File: src/sv/macp_pkg.sv
// ----------------------------------------------------------------------------
// macp_pkg
// shared types and constants for the mac address text parser
// ----------------------------------------------------------------------------
package macp_pkg;

  localparam logic [7:0] ChrColon  = 8'h3A;
  localparam logic [7:0] ChrHyphen = 8'h2D;
  localparam logic [7:0] ChrSpace  = 8'h20;
  localparam logic [7:0] ChrTab    = 8'h09;
  localparam logic [7:0] ChrCr     = 8'h0D;
  localparam logic [7:0] ChrZero   = 8'h30;
  localparam logic [7:0] ChrNine   = 8'h39;
  localparam logic [7:0] ChrUpA    = 8'h41;
  localparam logic [7:0] ChrUpF    = 8'h46;
  localparam logic [7:0] ChrLoA    = 8'h61;
  localparam logic [7:0] ChrLoF    = 8'h66;

  localparam int unsigned MacW    = 48;
  localparam int unsigned PosW    = 5;
  localparam logic [PosW-1:0] BodyLen = PosW'(17);
  localparam int unsigned MulticastBit = 40;

  typedef enum logic [2:0] {
    PH_LEAD  = 3'b001,
    PH_BODY  = 3'b010,
    PH_TRAIL = 3'b100
  } phase_e;

  typedef struct packed {
    logic       is_ws;
    logic       is_hex;
    logic [3:0] hex_val;
    logic       is_sep;
  } char_class_t;

endpackage

File: src/sv/macp_char_class.sv
// ----------------------------------------------------------------------------
// macp_char_class
// classifies one text byte: whitespace, hex digit with value, separator
// ----------------------------------------------------------------------------
module macp_char_class
  import macp_pkg::*;
(
  input  logic [7:0]  char_i,
  output char_class_t class_o
);

  always_comb begin
    class_o.is_ws   = (char_i == ChrSpace) || (char_i inside {[ChrTab:ChrCr]});
    class_o.is_sep  = (char_i == ChrColon) || (char_i == ChrHyphen);
    class_o.is_hex  = 1'b1;
    class_o.hex_val = 4'd0;
    case (char_i) inside
      [ChrZero:ChrNine]: begin
        class_o.hex_val = 4'(char_i - ChrZero);
      end
      [ChrUpA:ChrUpF]: begin
        class_o.hex_val = 4'(char_i - ChrUpA + 8'd10);
      end
      [ChrLoA:ChrLoF]: begin
        class_o.hex_val = 4'(char_i - ChrLoA + 8'd10);
      end
      default: begin
        class_o.is_hex = 1'b0;
      end
    endcase
  end

endmodule

File: src/sv/mac_address_text_parser.sv
// ----------------------------------------------------------------------------
// mac_address_text_parser
// parses a mac address string one character per request and gives one
// pass/fail result with the 48-bit address on the last character
// ----------------------------------------------------------------------------
//  channel  dir  handshake               payload
//  in       in   in_valid_i/in_stall_o   char_code_i[7:0], is_last_i
//  out      out  out_valid_o/out_stall_i addr_ok_o, mac_value_o[47:0]
//
// one character is taken every cycle while in_stall_o is low; the parser state
// updates from the input register, and the result is registered when a last
// character leaves the input register. a stalled result holds the input stage only when the
// waiting character is itself a last one. reset clears the parser state and
// both valid registers.
// ----------------------------------------------------------------------------
module mac_address_text_parser
  import macp_pkg::*;
(
  input  logic            clk_i,
  input  logic            rst_ni,
  input  logic            in_valid_i,
  output logic            in_stall_o,
  input  logic [7:0]      char_code_i,
  input  logic            is_last_i,
  output logic            out_valid_o,
  input  logic            out_stall_i,
  output logic            addr_ok_o,
  output logic [MacW-1:0] mac_value_o
);

  logic             in_valid_q;
  logic [7:0]       char_q;
  logic             last_q;

  phase_e           phase_q, phase_d;
  logic [PosW-1:0]  pos_q, pos_d;
  logic [7:0]       sep_q, sep_d;
  logic [MacW-1:0]  addr_q, addr_d;
  logic             nonzero_q, nonzero_d;
  logic             failed_q, failed_d;

  logic             out_valid_q, out_valid_d;
  logic             ok_q;
  logic [MacW-1:0]  mac_q;

  char_class_t      cls;
  logic             advance;
  logic             fire;
  logic             take_body;
  logic             sep_slot;
  logic             ok;

  macp_char_class u_class (
    .char_i  (char_q),
    .class_o (cls)
  );

  assign advance    = !(last_q && out_valid_q && out_stall_i);
  assign in_stall_o = in_valid_q && !advance;
  assign fire       = in_valid_q && advance;

  always_comb begin
    sep_slot = pos_q inside {PosW'(2), PosW'(5), PosW'(8), PosW'(11), PosW'(14)};
  end

  // next parser state for the registered character
  always_comb begin
    phase_d   = phase_q;
    pos_d     = pos_q;
    sep_d     = sep_q;
    addr_d    = addr_q;
    nonzero_d = nonzero_q;
    failed_d  = failed_q;
    take_body = 1'b0;
    if (!failed_q) begin
      case (phase_q)
        PH_LEAD: begin
          if (!cls.is_ws) begin
            phase_d   = PH_BODY;
            take_body = 1'b1;
          end
        end
        PH_BODY: begin
          if (cls.is_ws) begin
            failed_d = 1'b1;
          end else begin
            take_body = 1'b1;
          end
        end
        PH_TRAIL: begin
          if (!cls.is_ws) begin
            failed_d = 1'b1;
          end
        end
        default: begin
          failed_d = 1'b1;
        end
      endcase
    end
    if (take_body) begin
      if (sep_slot) begin
        if (pos_q == PosW'(2)) begin
          if (cls.is_sep) begin
            sep_d = char_q;
          end else begin
            failed_d = 1'b1;
          end
        end else if (char_q != sep_q) begin
          failed_d = 1'b1;
        end
      end else if (!cls.is_hex) begin
        failed_d = 1'b1;
      end else begin
        addr_d = {addr_q[MacW-5:0], cls.hex_val};
        if (cls.hex_val != 4'd0) begin
          nonzero_d = 1'b1;
        end
      end
      pos_d = pos_q + PosW'(1);
      if (pos_d >= BodyLen) begin
        phase_d = PH_TRAIL;
      end
    end
  end

  assign ok = !failed_d && (phase_d == PH_TRAIL) && nonzero_d && !addr_d[MulticastBit];

  always_comb begin
    out_valid_d = out_valid_q && out_stall_i;
    if (fire && last_q) begin
      out_valid_d = 1'b1;
    end
  end

  always_ff @(posedge clk_i or negedge rst_ni) begin
    if (!rst_ni) begin
      in_valid_q  <= 1'b0;
      last_q      <= 1'b0;
      phase_q     <= PH_LEAD;
      pos_q       <= '0;
      sep_q       <= '0;
      addr_q      <= '0;
      nonzero_q   <= 1'b0;
      failed_q    <= 1'b0;
      out_valid_q <= 1'b0;
    end else begin
      if (!in_stall_o) begin
        in_valid_q <= in_valid_i;
        last_q     <= is_last_i;
      end
      if (fire) begin
        if (last_q) begin
          phase_q   <= PH_LEAD;
          pos_q     <= '0;
          sep_q     <= '0;
          addr_q    <= '0;
          nonzero_q <= 1'b0;
          failed_q  <= 1'b0;
        end else begin
          phase_q   <= phase_d;
          pos_q     <= pos_d;
          sep_q     <= sep_d;
          addr_q    <= addr_d;
          nonzero_q <= nonzero_d;
          failed_q  <= failed_d;
        end
      end
      out_valid_q <= out_valid_d;
    end
  end

  always_ff @(posedge clk_i) begin
    if (!in_stall_o) begin
      char_q <= char_code_i;
    end
    if (fire && last_q) begin
      ok_q  <= ok;
      mac_q <= ok ? addr_d : '0;
    end
  end

  assign out_valid_o = out_valid_q;
  assign addr_ok_o   = ok_q;
  assign mac_value_o = mac_q;

endmodule

File: config.mk
export PLATFORM = sky130hd
export DESIGN_NAME = mac_address_text_parser
export DESIGN_NICKNAME = d
export VERILOG_FILES = /design/src/sv/macp_pkg.sv /design/src/sv/macp_char_class.sv /design/src/sv/mac_address_text_parser.sv
export SDC_FILE = /design/constraint.sdc
export NUM_CORES = 1
export LEC_CHECK = 0
export BUFFER_PORTS_ARGS = -buffer_cell sky130_fd_sc_hd__buf_2
export CAP_MARGIN = 20
export CORE_UTILIZATION = 59
export DETAILED_ROUTE_END_ITERATION = 8
export GPL_TIMING_DRIVEN = 0
export PLACE_DENSITY = 0.8
export SYNTH_ARGS = -nofsm -noshare
export SYNTH_HDL_FRONTEND = slang
export SYNTH_SLANG_ARGS = --single-unit
File: constraint.sdc
create_clock -name clk_i -period 4 [get_ports clk_i]
set_input_delay 0 -clock clk_i [delete_from_list [all_inputs] [get_ports clk_i]]
set_output_delay 0 -clock clk_i [all_outputs]
set_load 0.02 [all_outputs]
# Word-level counts from Yosys, hierarchy flattened
# Cells that the tools add are included.
# word_totals
out_inout_bits,51
ff_bits,126
ramBits,0
mem_bits_ro,0
latchBits,0
elab_cells,109
n_memories,0
inputBits,13
# op_classes
shift,0
n_mux,42
n_lt_le_gt_ge,9
n_eq_ne,13
bitwise_logic,0
addsub,6
mul,0
n_reduce_logical,27
n_div,0
# ops
operator,n
48-bit two-way mux,4
8-bit two-way mux,5
"8-bit by 6-bit == test with 1-bit output, second input constant",3
1-bit two-way mux,21
3-bit two-way mux,6
"8-bit by 7-bit >= comparator with 1-bit output, second input constant",2
"8-bit by 7-bit less-or-equal comparator with 1-bit output, second input constant",2
"5-bit by 4-bit == test with 1-bit output, second input constant",3
1-bit logical AND,13
4-bit two-way mux,3
"4-bit by 1-bit subtractor with 4-bit output, second input constant",3
5-bit two-way mux,2
"4-bit adder, second input constant",2
"8-bit by 4-bit >= comparator with 1-bit output, second input constant",1
"8-bit by 6-bit >= comparator with 1-bit output, second input constant",1
"8-bit by 4-bit less-or-equal comparator with 1-bit output, second input constant",1
"8-bit by 6-bit less-or-equal comparator with 1-bit output, second input constant",1
8-bit inequality test,1
2-bit nonzero test,4
"3-bit == test, second input constant",2
"5-bit by 1-bit adder with 5-bit output, second input constant",1
"5-bit by 2-bit == test with 1-bit output, second input constant",1
"5-bit by 3-bit == test with 1-bit output, second input constant",1
"5-bit >= comparator, second input constant",1
10 further kinds,13

# Logic depth before layout (Yosys ltp)
# depth
word_depth,14
depth_mapped,12
ltp_nobuf,8

# Modules after synthesis
# A second synthesis with hierarchy kept.
# unflattened
cells_unflattened,455
hier_area_um2,5868.1
# by_module_without_submodules
mod,instances,cells_each,area_per_inst_um2,seq_area_each_um2
mac_address_text_parser,1,421,5597.9,3439.5
macp_char_class,1,34,270.3,0.0

# Worst setup path after synthesis
# Ideal clock, no wire load.
# synth_timing
path_type,reg2reg
startpoint,"register out_valid_q, in the netlist out_valid_o"
endpoint,"register ok_q, in the netlist addr_ok_o (enable)"
slack_ns,0.590
stages_incl_launch_ff,4
required_ns,3.538
setup_ns,0.462
path_buffers,0
period_less_slack_ns,3.410
arrival_ns,2.948
path_cell_list,dfrtp_1 -> nand3_1 -> nand2_1 -> nor2_1
# synth_between
elab_chain_cells,5
# synth_rtl
item,line_no,source
from (decl),mac_address_text_parser.sv:42,"logic out_valid_q, out_valid_d;"
from (signal assigned),mac_address_text_parser.sv:168,out_valid_q <= out_valid_d;
1-bit logical AND (2 in series),mac_address_text_parser.sv:58,assign advance = !(last_q && out_valid_q && out_stall_i);
1-bit logical NOT,mac_address_text_parser.sv:58,
1-bit logical AND,mac_address_text_parser.sv:60,assign fire = in_valid_q && advance;
1-bit logical AND,mac_address_text_parser.sv:176,if (fire && last_q) begin
to (signal assigned),mac_address_text_parser.sv:177,ok_q <= ok;
to (decl),mac_address_text_parser.sv:43,logic ok_q;
# Every way passes these cells.
# A chain may end at the register's enable or synchronous reset.

# Worst setup path in the final report
# layout_timing
startpoint,register char_q[0]
endpoint,"register mac_q[45], in the netlist mac_value_o[45], data pin"
# layout_between
elab_chain_cells,14
elab_cells_between_ends,60
classes_between,add/sub: 5; order compare: 8; eq/ne: 5; mux: 30; reduce/logical: 12
# layout_rtl
item,line_no,source
from (decl),mac_address_text_parser.sv:32,logic [7:0] char_q;
from (signal assigned),mac_address_text_parser.sv:174,char_q <= char_code_i;
branches (longest 14 deep; another with 4-bit by 1-bit subtractor with 4-bit output),--,
to (signal assigned),mac_address_text_parser.sv:178,mac_q <= ok ? addr_d : '0;
to (decl),mac_address_text_parser.sv:44,logic [MacW-1:0] mac_q;
# Parallel ways; which one is timed is not known.

==> results.md <==
- Drt via density: 5.99
- Largest family of logic cells by synthesized area: compound AO/OA/AOI/OAI gates
- Worst reg2reg setup slack: 0.54 ns
- Initial Utilization: 60.9%
- Post-CTS Setup Inserts: 0
- Hold Crit Class: input port to async pin
- Pwr Total: 0.00343 W
- Total placed instance area: 6470 sq um
- Final Instance Area: 7210 sq um
- Routed wire length: 12.6 mm
- Vias in the first global route: 4072
- GRT Overall Usage: 26.1%
- Final ANT Viol Nets: 0
- Routed vias: 4316
- Outcome: completed
- Synthesized net count: 501
- Share of the synthesized area in the top cell type: 28.7%
- Primary FF master, synth: dfrtp_1
- Core area: 9770 sq um
- Antenna cells: 0
- Cell count after synthesis: 479
- Cell area after synthesis: 5960 sq um
- Die footprint: 10500 sq um
- Post-Layout Cell Count: 720
- CTS HTree Levels: 4
- Post-Synth Simple-Gate Area: 13.1%
- Placer congestion estimate: 0.844
- CTS Buffer Depth: 2
- Total CTS buffers: 17
- Peak supply drop: 0.308 mV
- FP Rows: 36
- Req. time, crit path: 4.26 ns
- Actual slew at the worst max-slew pin: 1.01 ns
- DIE WIDTH: 102 um
- Library cells used by synthesis: 60
- Commonest cells post-synth: dfrtp_1 (68), edfxtp_1 (57), mux2i_1 (45)
- Crit path max fanout: 10
- Fill cell count: 654
- Final Hold Viols: 0
- Lkg Pwr: 3.27 nW
- Largest area contributor in the netlist: edfxtp_1
- Setup crit end kind: flop
- Post-synth EDFFs: 57
- Clock root buffer: clkbuf_8
- Final period util: 86.5%
- Grt ovf: 0
- Final min period: 3.46 ns
- Post-synthesis mux area share: 7.81%
- Max Clock Skew: 0.00850 ns
- Adder-Cell Fraction of Synth Area: 1.89%
- Port bufs: 63
- Post-synthesis async set-or-reset flop share: 54.8%
- Synth warnings: 0
- Share of cells above drive strength 1: 25.7%
- Area growth, synth to finish: 21.0%
- Placed wire-length estimate: 8.08 mm
- Register bit total from synthesis: 126
- RSZ-0062 raised after global routing: false
- Xor/xnor cell area share of the yosys netlist: 1.91%
- Worst reg2reg endpoint: mac_value_o[45]
- Top post-synthesis cells by area: edfxtp_1 (29%), dfrtp_1 (29%), mux2i_1 (7.6%)
- Crit path DAT: 3.73 ns
- Rel. slew slack: 32.5%
- Pwr/cell area: 476 nW/um^2
- Global-route wire length before repair: 20.5 mm
- CTS tree: done
- Worst-Skew Late Latency: 0.52 ns
- Routed len/inst: 17.4 um
- Ports: 64
- First DRT Iteration DRCs: 344
- Clk pin slew, worst setup/hold paths: 0.06 ns
- Drt drc: 0
- DR pass1 iterations: 5
- Synth Area in Compound Gates: 13.8%
- Kind of critical path: flop to flop
- R2R depth: 11
- Highest clock rate: 289 MHz
- Critical Path Start Type: flop
- Top-count cell post-synth: dfrtp_1
- Largest net degree at the start of global routing: 70
- Post-Syn Area per Cell: 12.4 sq um
- Slew Viols, Final: 0
- Clock Sinks: 126
- Sequential area share after synthesis: 57.7%
- Max-cap viol count: 0
- Initial antenna violation count: 0
- Worst R2R Start: char_q[0]
- Placed insts: 676
- Fin nets: 596
- Number of setup violations in the final report: 0
- Die Y: 102 um
layer usage:
metal	up-vias	routed length, um	global-route usage, %
li1	2018	-	-
met5	-	0	0
met4	0	138	8.90
met2	171	6330	42.5
met3	15	674	5.40
met1	2112	5420	35.2
power breakdown:
part / leakage [nW] / internal [W] / switching, W
clock network: 0.301 / 0.00103 / 0.000570
logic: 1.45 / 0.000135 / 0.000238
registers: 1.52 / 0.00141 / 0.0000460
total: 3.27 / 0.00258 / 0.000854
stage by stage:
step | setup slack (ns) | util (%) | hold WS [ns] | setup TNS, ns
after floorplan | 0.590 | - | -0.296 | 0
after global routing | 0.309 | 73.7 | 0.179 | 0
after detailed placement | 0.573 | 66.2 | 0.174 | 0
after global placement | -0.396 | 65.9 | 0.177 | -19.96
after CTS | 0.563 | 73.7 | 0.171 | 0
final | 0.540 | 73.7 | 0.127 | 0
sequential cells by signal, summed over array words and instances (netlist names):
register     count
addr_q          48
mac_value_o     48
char_q           8
sep_q            8
pos_q            5
phase_q          3
addr_ok_o        1
failed_q         1
in_valid_q       1
last_q           1
nonzero_q        1
out_valid_o      1
cell usage in the layout (no fill, tap or decap), drive strengths merged, types with 3 or more instances in the layout:
cell type / instances
edfxtp: 57
a21oi: 3
nand2b: 3
nor3: 54
a21o: 4
buf: 88
nor2: 9
inv: 15
mux2i: 45
clkbuf: 27
clkinv: 5
nor3b: 4
a22o: 37
nand3: 6
a22oi: 10
o21ai: 25
xor2: 9
nor4b: 3
o211ai: 4
and2: 4
nand4: 4
ha: 9
nor4: 3
xnor2: 4
nand2: 32
bufinv: 4
o21a: 3
dfrtp: 68
dlygate4sd3: 12
kinds of logic after synthesis:
kind of cell / count (synthesis)
AO/OA/AOI/OAI: 108
XOR/XNOR: 13
adder cells (fa/ha/maj): 9
buffers and inverters: 44
flip-flops: 126
multiplexers: 46
other: 1
AND/OR/NAND/NOR: 132
final cells by class:
type,instances,area [sq um],area share [%]
Buffer,32,171,2.38
Timing Repair Buffer,76,458,6.36
Multi-Input combinational cell,309,2310,32.0
Tap cell,133,166,2.31
Clock buffer,19,432,5.99
Clock inverter,13,185,2.57
Sequential cell,126,3440,47.7
Inverter,12,45.0,0.625
critical path, cell delays in order, from the launching register on:
cell      delay (ns)
edfxtp_1        0.50
inv_1           0.18
ha_1            0.28
o21ba_2         0.23
o211ai_1        0.47
o21a_1          0.29
or3_1           0.13
buf_2           0.13
buf_2           0.25
buf_2           0.36
mux2i_1         0.32
nor3_2          0.06
worst max-delay path by stage:
stage	to	start	depth (start not counted)
6_report	mac_value_o[45]	char_q[0]	11
5_1_grt	mac_value_o[29]	char_q[0]	10
4_1_cts	mac_value_o[36]	char_q[0]	11
3_5_place_dp	mac_value_o[29]	char_q[0]	10
3_3_place_gp	mac_value_o[30]	last_q	3
2_1_floorplan	addr_ok_o	out_valid_o	3
timing repair:
| action | CTS | global route |
|---|---|---|
| hold buffers | 12 | 0 |
| endpoints found under the hold margin | 79 | 0 |
| gates resized for setup | 0 | 0 |
(Power assumes the default switching activity.)
